==> src/rtl/core/omc_pkg.sv <==
`timescale 1ns / 1ps
`default_nettype none
// ----------------------------------------------------------------------------
// omc_pkg: shared types for the optimal merge cost block
// Payload structs, controller states and controller/datapath command types.
// ----------------------------------------------------------------------------
package omc_pkg;

	localparam int MaxItemsDef = 1024;
	localparam int ValueW      = 31;
	localparam int TotalW      = 63;
	localparam int KeyW        = 64;

	typedef struct packed {
		logic [ValueW-1:0] value;
		logic              has_value;
		logic              last_item;
	} in_item_t;

	typedef struct packed {
		logic [TotalW-1:0] total_cost;
		logic              overflowed;
	} out_item_t;

	typedef enum logic [3:0] {
		ST_IDLE,
		ST_INS_CHK,
		ST_PUSH_RD,
		ST_PUSH_CMP,
		ST_MERGE_CHK,
		ST_POP_RD0,
		ST_POP_RDT,
		ST_POP_TAIL,
		ST_POP_RDL,
		ST_POP_RDR,
		ST_POP_CMP,
		ST_SUM,
		ST_OUT
	} state_t;

	// command from controller to datapath
	typedef enum logic [3:0] {
		OP_NOP,
		OP_LOAD_IN,     // latch input item, open a hole at the tail
		OP_PUSH_RD,     // read parent of the hole
		OP_PUSH_CMP,    // compare with parent, move parent down or settle
		OP_POP_RD0,     // read root
		OP_POP_RDT,     // take root, read tail
		OP_POP_TAIL,    // tail becomes the key sifted from the root
		OP_POP_RDL,
		OP_POP_RDR,
		OP_POP_CMP,
		OP_PUSH_SUM,    // sum of the popped pair goes in at the tail
		OP_CLEAR
	} op_t;

	typedef struct packed {
		logic has_in;
		logic last_in;
		logic cnt_gt1;
		logic sift_done;   // sift loop finished this cycle
	} dp_status_t;

endpackage
`default_nettype wire

==> src/rtl/core/omc_ctrl.sv <==
`timescale 1ns / 1ps
`default_nettype none
// ----------------------------------------------------------------------------
// omc_ctrl: sequencer for heap insert, removal and merge loop
// Issues one datapath command per cycle and drives the handshakes.
// ----------------------------------------------------------------------------
module omc_ctrl
	import omc_pkg::*;
(
	input  wire logic       clk,
	input  wire logic       arst_n,
	input  wire logic       in_valid,
	output logic            in_ready,
	output logic            out_valid,
	input  wire logic       out_ready,
	input  wire dp_status_t status,
	output op_t             op
);
	state_t state_q, state_d;
	logic   second_q, second_d;

	always_ff @(posedge clk or negedge arst_n) begin
		if (!arst_n) begin
			state_q <= ST_IDLE; second_q <= 1'b0;
		end else begin
			state_q <= state_d; second_q <= second_d;
		end
	end

	always_comb begin
		state_d = state_q; second_d = second_q; op = OP_NOP;
		in_ready = 1'b0; out_valid = 1'b0;
		case (state_q)
			ST_IDLE: begin
				in_ready = 1'b1;
				if (in_valid) begin
					op = OP_LOAD_IN;
					state_d = ST_INS_CHK;
				end
			end
			ST_INS_CHK: begin
				if (status.has_in) begin
					op = OP_PUSH_RD; state_d = ST_PUSH_CMP;
				end else if (status.last_in) state_d = ST_MERGE_CHK;
				else state_d = ST_IDLE;
			end
			ST_PUSH_RD: begin
				op = OP_PUSH_RD; state_d = ST_PUSH_CMP;
			end
			ST_PUSH_CMP: begin
				op = OP_PUSH_CMP;
				if (!status.sift_done) state_d = ST_PUSH_RD;
				else if (status.last_in) state_d = ST_MERGE_CHK;
				else state_d = ST_IDLE;
			end
			ST_MERGE_CHK: begin
				second_d = 1'b0;
				if (status.cnt_gt1) state_d = ST_POP_RD0;
				else state_d = ST_OUT;
			end
			ST_POP_RD0: begin
				op = OP_POP_RD0; state_d = ST_POP_RDT;
			end
			ST_POP_RDT: begin
				op = OP_POP_RDT; state_d = ST_POP_TAIL;
			end
			ST_POP_TAIL: begin
				op = OP_POP_TAIL; state_d = ST_POP_RDL;
			end
			ST_POP_RDL: begin
				op = OP_POP_RDL; state_d = ST_POP_RDR;
			end
			ST_POP_RDR: begin
				op = OP_POP_RDR; state_d = ST_POP_CMP;
			end
			ST_POP_CMP: begin
				op = OP_POP_CMP;
				if (!status.sift_done) state_d = ST_POP_RDL;
				else if (second_q) state_d = ST_SUM;
				else begin
					second_d = 1'b1; state_d = ST_POP_RD0;
				end
			end
			ST_SUM: begin
				op = OP_PUSH_SUM; second_d = 1'b0; state_d = ST_PUSH_RD;
			end
			ST_OUT: begin
				out_valid = 1'b1;
				if (out_ready) begin
					op = OP_CLEAR; state_d = ST_IDLE;
				end
			end
			default: state_d = ST_IDLE;
		endcase
	end
endmodule
`default_nettype wire

==> config.mk <==
export PLATFORM = sky130hd
export DESIGN_NAME = omc_ctrl
export DESIGN_NICKNAME = d
export VERILOG_FILES = /design/src/rtl/core/omc_pkg.sv /design/src/rtl/core/omc_ctrl.sv
export SDC_FILE = /design/constraint.sdc
export NUM_CORES = 1
export LEC_CHECK = 0
export BUFFER_PORTS_ARGS = -buffer_cell sky130_fd_sc_hd__buf_2
export CAP_MARGIN = 10
export CORE_AREA = 2 2 39 41
export CTS_CLUSTER_DIAMETER = 150
export DETAILED_ROUTE_END_ITERATION = 10
export DIE_AREA = 0 0 41 43
export PLACE_DENSITY = 0.65
export SYNTH_ARGS = -nofsm -noshare
export SYNTH_HDL_FRONTEND = slang
export SYNTH_SLANG_ARGS = --single-unit
==> constraint.sdc <==
create_clock -name clk -period 1.69 [get_ports clk]
set_input_delay 0.2535 -clock clk [delete_from_list [all_inputs] [get_ports clk]]
set_output_delay 0.2535 -clock clk [all_outputs]
set_load 0.02 [all_outputs]
==> results.py, run 1 <==
metrics = {
    "final_layout": {
        "drive_gt1_frac": 0.3596,
        "final_common_cell": "buf_2",
        "layout_common_cells": "12 x buf_2, 8 x a21oi_1, 8 x buf_4, 6 x o21ai_0, 5 x nor2b_1",
        "syn_to_final_growth_pct": 29.44,
        "n_antenna_cell": 0,
        "nets": 98,
    },
    "sta": {
        "finalWorstSetupSlack_ps": 47.38,
        "report.final.slew_viol_count": 0,
        "hold_ws_ps": 273.2,
        "worst_pin_slew_ps": 314.6,
        "final-setup-viol-count": 0,
        "max_freq_ghz": 0.6088,
        "maxSlewHeadroom": 0.7875,
        "min_period_over_period": 0.9720,
        "setup_tns_ps": 0,
        "hold_viol": 0,
        "period_needed_ps": 1643,
        "rsz0062_at_grt": "false",
        "fin_skew_ps": 2.698,
    },
    "yosys": {
        "ys.flop_type": "dfrtp_1",
        "synth-seq-cells": 5,
        "syn_nets": 79,
        "syn_area_per_cell_um2": 7.243,
        "yosysSeqAreaShare": 0.2433,
        "synth_area_um2": 514.2,
        "synth_edf_count": 0,
        "yosys_warnings": 0,
        "ys_types": 32,
        "ys_async_sr_fraction": 1.000,
        "syn_inst": 71,
    },
    "status": {
        "status": "finished clean",
    },
    "critical_path": {
        "reg2reg_slack_ps": 150,
        "endpoint_kind": "output port",
        "crit_type": "reg2out",
        "required_ps": 1440,
        "cp-start-kind": "flop",
        "cpPeakStageDelay_ps": 460,
        "cp_max_fo": 7,
        "worstPathCellList": "inv_2 -> a21oi_1 -> o211a_1 -> o32ai_2 -> buf_4",
        "arrival_ps": 1390,
        "worst_path_max_delay_cell": "dfrtp_2",
    },
    "route": {
        "first_pass_iters": 4,
        "drtIter0Drc": 14,
        "drc": 0,
        "drt_wl_total_mm": 1.304,
        "via_count": 597,
        "avgViaCountPerCell": 5.686,
        "wl_per_cell_um": 12.42,
        "drtAntennaViolNets": 0,
    },
    "placed_design": {
        "numPortBuffers": 13,
        "dp_slack_ps": 226.4,
        "gp_congestion": 0.7902,
        "dpl.hpwl_um": 910.7,
    },
    "clocking": {
        "insertion_delay_ps": 260,
        "cts_sinks": 5,
        "cts.reportedPaths.clkPinSlew_ps": 50,
        "cts_max_level": 1,
        "cts_made_buffers": 3,
        "clockBufferDepth": 2,
        "cts_tree": "built",
        "ctsRootBufferMaster": "clkbuf_4",
    },
    "die": {
        "rows": 14,
        "die_h_um": 43,
        "num_io_pins": 14,
        "core_area_um2": 1384,
        "die_area_um2": 1763,
        "initial_utilization": 0.3716,
        "fp.dieW_um": 41,
    },
    "hold_path": {
        "min_path_type": "in2reg",
    },
    "global_routing": {
        "overflow": 0,
        "track_usage": 0.1746,
        "grt_pass1_vias": 479,
        "antenna_found_initial": 0,
        "grt_max_degree": 19,
        "grt_first_pass_wirelength_mm": 2.056,
    },
    "power_and_ir_drop": {
        "ir_drop_mv": 0.7985,
        "p_per_area_nw_per_um2": 2214,
        "fin_total_pwr_mw": 1.474,
        "leakagePower_nw": 0.2921,
    },
    "flow_run": {
        "cap_viol_max_count": 0,
    },
}
==> layout make-up <==
cell class | count | area (um2)
inverters | 2 | 7.507
well taps | 16 | 20.02
flip-flops and latches | 5 | 130.1
fillers | 143 | 718.2
clock buffers | 4 | 26.28
multi-input cells | 56 | 346.6
repair buffers | 22 | 135.1
==> critical path, delay by kind of cell, from the launching register on <==
| family | cells | cell delay [ps] |
|---|---|---|
| compound gates | 3 | 400 |
| buf+inv | 2 | 260 |
| flops | 1 | 460 |
==> registers in the layout, summed over array words and instances, names as in the netlist <==
name and cells:
state_q 4, second_q 1
==> metal layers <==
metal,part of all wire,track usage,wire length (um)
met1,0.46,0.2353,603
met2,0.49,0.2406,640
met3,0.025,0.03141,33
met4,0.021,0.1200,27
met5,0,0,0
==> Yosys cell counts (2+ instances only) <==
master    number  share of area
a21oi_1        8          0.078
o21ai_0        7          0.068
dfrtp_1        5           0.24
nor2_1         5          0.037
nor2b_1        5          0.061
buf_2          4          0.039
nand2_1        4          0.029
nor3_1         3          0.029
and3_1         2          0.024
buf_4          2          0.029
inv_1          2          0.015
nand2b_1       2          0.024
nand3_1        2          0.019
o221ai_1       2          0.034
==> power breakdown <==
part           leakage, nW  internal, mW  switching, mW
combinational        0.218         0.460          0.506
clock               0.0150        0.0901         0.0618
sequential          0.0589         0.188          0.168
==> through the flow <==
step	instances	util	cell area (um2)
after floorplan	71	-	514.2
after global placement	98	0.4295	594.3
after detailed placement	98	0.4295	594.3
after CTS	103	0.4602	636.9
after global routing	105	0.4810	665.6
final	105	0.4810	665.6
==> kinds of logic (layout without fill, tap and decap cells) <==
kind of cell	after synthesis	after routing	synth area share
simple gates	29	29	0.3066
compound gates	27	27	0.3382
buf+inv	10	28	0.1119
flops	5	5	0.2433
==> path summary, 6_finish.rpt <==
kind | startpoint | end | cells after the start
max | state_q[1]$_DFFE_PN0P_ | op[0] | 5
min | status[1] | state_q[0]$_DFFE_PN0P_ | 3
max reg2reg | state_q[1]$_DFFE_PN0P_ | state_q[2]$_DFFE_PN0P_ | 6
min reg2reg | second_q$_DFFE_PN0P_ | state_q[2]$_DFFE_PN0P_ | 1
max in group asynchronous | arst_n | state_q[2]$_DFFE_PN0P_ | 2
min in group asynchronous | arst_n | state_q[3]$_DFFE_PN0P_ | 2
==> repair_timing <==
action,CTS,global route
pin swaps,0,0
buffers inserted,0,2
hold buffers,1,0
setup endpoints to repair,5,4
resized for setup,4,6
endpoints found under the hold margin,5,0
No activity file was read; power rests on OpenSTA's default activity.
==> run 2, diff against run 1 <==
--- a/config.mk
+++ b/config.mk
@@ -7,11 +7,13 @@
 export LEC_CHECK = 0
 export BUFFER_PORTS_ARGS = -buffer_cell sky130_fd_sc_hd__buf_2
 export CAP_MARGIN = 10
-export CORE_AREA = 2 2 39 41
+export CELL_PAD_IN_SITES_DETAIL_PLACEMENT = 0
+export CELL_PAD_IN_SITES_GLOBAL_PLACEMENT = 1
+export CORE_AREA = 2 2 42 44
 export CTS_CLUSTER_DIAMETER = 150
 export DETAILED_ROUTE_END_ITERATION = 10
-export DIE_AREA = 0 0 41 43
-export PLACE_DENSITY = 0.65
+export DIE_AREA = 0 0 44 46
+export PLACE_DENSITY = 0.75
 export SYNTH_ARGS = -nofsm -noshare
 export SYNTH_HDL_FRONTEND = slang
 export SYNTH_SLANG_ARGS = --single-unit
==> run 2 against run 1 <==
Net effect: combinational power hardly changed; die area is 15% higher; hold slack better by 28 ps; critical path depth up 1; first-iteration DRC count shrank 7.1%; final cell count grew 0.95%; sequential power fell by 6.7%; fmax up 0.72%; routed wire length increased by 6.0%; via count down 1.2%; critical endpoint is now op[1]; highest routed layer unchanged.
==> results.py, run 2 (synthesis results as in run 1) <==
metrics = {
    "status": {
        "status": "finished clean",
    },
    "final_layout": {
        "largestRegisters": "state_q x4, second_q x1",
        "n_antenna_cell": 0,
        "drive_gt1_frac": 0.3708,
        "largest_register_ffs": 4,
        "multiInputGateArea_um2": 350.3,
        "syn_to_final_growth_pct": 30.41,
        "largest_register": "state_q",
        "n_fill_cell": 169,
        "layout_common_cells": "11 x buf_2, 8 x buf_4, 7 x a21oi_1, 6 x o21ai_0, 5 x nor2b_1",
        "regArea_um2": 130.1,
        "final_common_cell": "buf_2",
        "nets": 98,
        "fin_area_um2": 670.6,
    },
    "power_and_ir_drop": {
        "p_per_area_nw_per_um2": 2213,
        "leakagePower_nw": 0.2922,
        "fin_total_pwr_mw": 1.484,
        "ir_drop_mv": 0.6213,
    },
    "route": {
        "avgViaCountPerCell": 5.566,
        "drt_wl_total_mm": 1.382,
        "via_count": 590,
        "first_pass_iters": 4,
        "wl_per_cell_um": 13.04,
        "drc": 0,
        "drtIter0Drc": 13,
        "drtAntennaViolNets": 0,
    },
    "global_routing": {
        "grt_first_pass_wirelength_mm": 2.132,
        "antenna_found_initial": 0,
        "overflow": 0,
        "grt_max_degree": 15,
        "track_usage": 0.1452,
        "grt_pass1_vias": 520,
    },
    "critical_path": {
        "endpoint_kind": "output port",
        "arrival_ps": 1380,
        "cpPeakStageDelay_ps": 460,
        "timing.critical_path.max_delay_family": "flip-flops",
        "crit_path_frequent_cell": "buf_4",
        "required_ps": 1440,
        "cp_num_buf_inv": 2,
        "cp-start-kind": "flop",
        "cp_max_fo": 6,
        "worstPathCellList": "buf_4 -> a21oi_2 -> o21ai_1 -> nand2b_1 -> o221ai_1 -> buf_4",
        "worst_path_max_delay_cell": "dfrtp_2",
        "crit_type": "reg2out",
        "reg2reg_slack_ps": 120,
    },
    "clocking": {
        "ctsRootBufferMaster": "clkbuf_4",
        "clockBufferDepth": 2,
        "cts.reportedPaths.clkPinSlew_ps": 50,
        "insertion_delay_ps": 260,
        "cts_made_buffers": 3,
        "cts_max_level": 1,
        "cts_sinks": 5,
        "cts_tree": "built",
    },
    "sta": {
        "report.final.slew_viol_count": 0,
        "min_period_over_period": 0.9650,
        "maxSlewHeadroom": 0.8116,
        "hold_viol": 0,
        "setup_tns_ps": 0,
        "period_needed_ps": 1631,
        "final-setup-viol-count": 0,
        "worst_pin_slew_ps": 279.0,
        "fin_skew_ps": 11.10,
        "hold_ws_ps": 301.4,
        "max_freq_ghz": 0.6132,
        "finalWorstSetupSlack_ps": 59.13,
    },
    "placed_design": {
        "gp_congestion": 0.7892,
        "post_dp_cell_area_um2": 588.1,
        "numPortBuffers": 13,
        "dpl.hpwl_um": 970.9,
        "dp_slack_ps": 225.8,
    },
    "flow_run": {
        "cap_viol_max_count": 0,
    },
    "die": {
        "die_area_um2": 2024,
        "core_area_um2": 1614,
        "num_io_pins": 14,
        "initial_utilization": 0.3186,
        "die_h_um": 46,
        "rows": 15,
        "fp.dieW_um": 44,
    },
    "hold_path": {
        "min_path_type": "in2reg",
    },
}
run 2: cell types whose count changed in the layout (fill, tap and decap cells not counted):
cell / previous run / this run
a21oi_1: 8 / 7
a21oi_2: 0 / 1
buf_1: 0 / 1
buf_2: 12 / 11
clkbuf_1: 1 / 0
clkinv_2: 0 / 1
run 2: what timing repair did:
item                                    CTS  global route
resized for setup                         3             9
endpoints found under the setup margin    4             5
endpoints found under the hold margin     5             0
setup buffers                             1             2
hold buffers                              1             0
run 2: area by class of cell:
type | count | area share
sequential | 5 | 0.1940
tap | 17 | 0.03172
clock inverter | 1 | 0.007463
timing repair buffer | 22 | 0.1996
clock buffer | 3 | 0.03358
multi-input combinational | 56 | 0.5224
inverter | 2 | 0.01119
run 2: metal layers:
metal	global-route usage	part of all wire	vias up	routed length (um)
li1	-	-	300	-
met1	0.1762	0.46	274	629
met3	0.02778	0.023	4	32
met2	0.2206	0.50	12	687
met4	0.1212	0.024	0	33
met5	0	0	-	0
run 2: through the flow:
| stage | instances | utilization |
|---|---|---|
| 2_1_floorplan | 71 | - |
| 3_3_place_gp | 98 | 0.3643 |
| 3_5_place_dp | 98 | 0.3643 |
| 4_1_cts | 104 | 0.3930 |
| 5_1_grt | 106 | 0.4155 |
| 6_report | 106 | 0.4155 |
run 2: tightest hold or removal path: stages:
cell      delay, ps
buf_2            90
a221oi_1         70
nor2_1           90
run 2: final timing paths:
| path | start | to | depth (start not counted) |
|---|---|---|---|
| setup / recovery | state_q[1]$_DFFE_PN0P_ | op[1] | 6 |
| hold / removal | status[1] | state_q[0]$_DFFE_PN0P_ | 3 |
| setup reg to reg | state_q[1]$_DFFE_PN0P_ | state_q[2]$_DFFE_PN0P_ | 6 |
| hold reg to reg | second_q$_DFFE_PN0P_ | state_q[2]$_DFFE_PN0P_ | 1 |
| max in group asynchronous | arst_n | state_q[0]$_DFFE_PN0P_ | 2 |
| min in group asynchronous | arst_n | second_q$_DFFE_PN0P_ | 2 |
run 2: power by group:
part	total, mW	internal (mW)	switching, mW
clock	0.147	0.0863	0.0602
combinational	1.00	0.465	0.539
sequential	0.332	0.188	0.144
total	1.48	0.740	0.744
==> run 3, diff against run 2 <==
==> constraint.sdc (replaced) <==
create_clock -name clk -period 1.69 [get_ports clk]
set_input_delay 0.2535 -clock clk [delete_from_list [all_inputs] [get_ports clk]]
set_output_delay 0.2535 -clock clk [all_outputs]
set_load 0.05 [all_outputs]
==> run 3 against run 2 <==
Net effect: fmax decreased by 0.26%; utilization rose by 4.6 points; global-route usage fell by 0.98 points; critical path type unchanged; highest routed layer is now met3.
==> results.py, run 3 (synthesis results as in run 1) <==
metrics = {
    "route": {
        "drtIter0Drc": 15,
        "drt_wl_total_mm": 1.316,
        "drtAntennaViolNets": 0,
        "first_pass_iters": 4,
        "via_count": 579,
        "drc": 0,
        "avgViaCountPerCell": 5.312,
        "wl_per_cell_um": 12.07,
    },
    "global_routing": {
        "grt_pass1_vias": 496,
        "grt_first_pass_wirelength_mm": 2.035,
        "track_usage": 0.1354,
        "grt_max_degree": 16,
        "overflow": 0,
        "antenna_found_initial": 0,
    },
    "sta": {
        "max_freq_ghz": 0.6116,
        "period_needed_ps": 1635,
        "rsz0062_at_grt": "true",
        "min_period_over_period": 0.9675,
        "fin_skew_ps": 1.217,
        "maxSlewHeadroom": 0.8160,
        "report.final.slew_viol_count": 0,
        "finalWorstSetupSlack_ps": 54.88,
        "worst_pin_slew_ps": 272.4,
        "hold_viol": 0,
        "final-setup-viol-count": 0,
    },
    "critical_path": {
        "crit_type": "reg2out",
        "endpoint_kind": "output port",
        "ff2ff_path_depth": 5,
        "required_ps": 1440,
        "cp_max_fo": 6,
        "cp-start-kind": "flop",
        "arrival_ps": 1380,
    },
    "status": {
        "status": "finished clean",
    },
    "final_layout": {
        "fin_cells": 109,
        "n_fill_cell": 170,
        "largest_register_ffs": 4,
        "largest_register": "state_q",
        "syn_to_final_growth_pct": 44.77,
        "fin_util": 0.4612,
        "final_common_cell": "buf_4",
        "drive_gt1_frac": 0.4022,
        "n_antenna_cell": 0,
        "fin_area_um2": 744.5,
        "layout_common_cells": "12 x buf_4, 8 x a21oi_1, 8 x buf_2, 6 x o21ai_0, 5 x nor2b_1",
        "largestRegisters": "state_q x4, second_q x1",
        "nets": 101,
    },
    "placed_design": {
        "dp_slack_ps": 174.0,
        "gp_congestion": 0.7545,
        "place_inst": 102,
        "post_dp_cell_area_um2": 658.1,
        "dpl.hpwl_um": 963.6,
        "numPortBuffers": 13,
    },
    "die": {
        "core_area_um2": 1614,
        "fp.dieW_um": 44,
        "rows": 15,
        "num_io_pins": 14,
        "initial_utilization": 0.3186,
        "die_h_um": 46,
        "die_area_um2": 2024,
    },
    "clocking": {
        "cts_tree": "built",
        "clockBufferDepth": 2,
        "cts.reportedPaths.clkPinSlew_ps": 40,
        "cts_made_buffers": 3,
        "ctsRootBufferMaster": "clkbuf_4",
        "cts_max_level": 1,
        "cts_sinks": 5,
        "insertion_delay_ps": 240,
    },
    "hold_path": {
        "min_path_type": "in2reg",
        "min_path_cells": 3,
    },
    "flow_run": {
        "cap_viol_max_count": 0,
    },
}
[run 3: cell types whose count changed in the layout (fill, tap and decap cells not counted), sizes merged]
cell    delta
buf        +4
clkinv     -1
[run 3: layer usage]
metal  global-route usage  up-vias  share of wire
met1               0.1790      271           0.46
met4              0.09091        0              0
met2               0.2176        5           0.53
li1                     -      303              -
met3                    0        0          0.017
met5                    0        -              0
[run 3: critical path, stage by stage, from the launching register on]
cell and delay [ps]:
dfrtp_2 430, buf_4 150, a21oi_1 120, o21ai_0 100
nand2b_1 100, o221ai_2 90, buf_6 160
[run 3: layout make-up]
cell class,instances,area (um2),area share
sequential,5,130.1,0.1748
clock buffer,4,26.28,0.03529
tap,17,21.27,0.02857
multi-input combinational,56,374.1,0.5025
timing repair buffer,25,185.2,0.2487
inverter,2,7.507,0.01008
[run 3: what timing repair did]
action                     CTS  global route
hold buffers                 1             0
resized for setup            9             6
gates cloned                 0             0
setup endpoints to repair    5             5
hold endpoints to repair     5             0
buffers inserted             0             2
[run 3: path summary, 6_finish.rpt]
kind | from | to | slack (ps)
worst max-delay path | state_q[0]$_DFFE_PN0P_ | op[1] | 50
worst min register to register | second_q$_DFFE_PN0P_ | state_q[2]$_DFFE_PN0P_ | 530
worst max register to register | state_q[1]$_DFFE_PN0P_ | state_q[2]$_DFFE_PN0P_ | 260
worst min-delay path | status[1] | state_q[0]$_DFFE_PN0P_ | 340
max in group asynchronous | arst_n | state_q[2]$_DFFE_PN0P_ | 1190
min in group asynchronous | arst_n | state_q[3]$_DFFE_PN0P_ | 360
[run 3: metrics by stage]
stage / hold slack (ps) / TNS, ps
final: 341.1 / 0
after global routing: 360.2 / -40.11
after CTS: 335.2 / 0
after detailed placement: 73.89 / 0
after global placement: 71.83 / 0
after floorplan: -42.09 / -104.7
Power of run 3 is left out: the tool's default activity adds up to more than one toggle a clock period on the data nets, which glitch-free logic cannot reach.
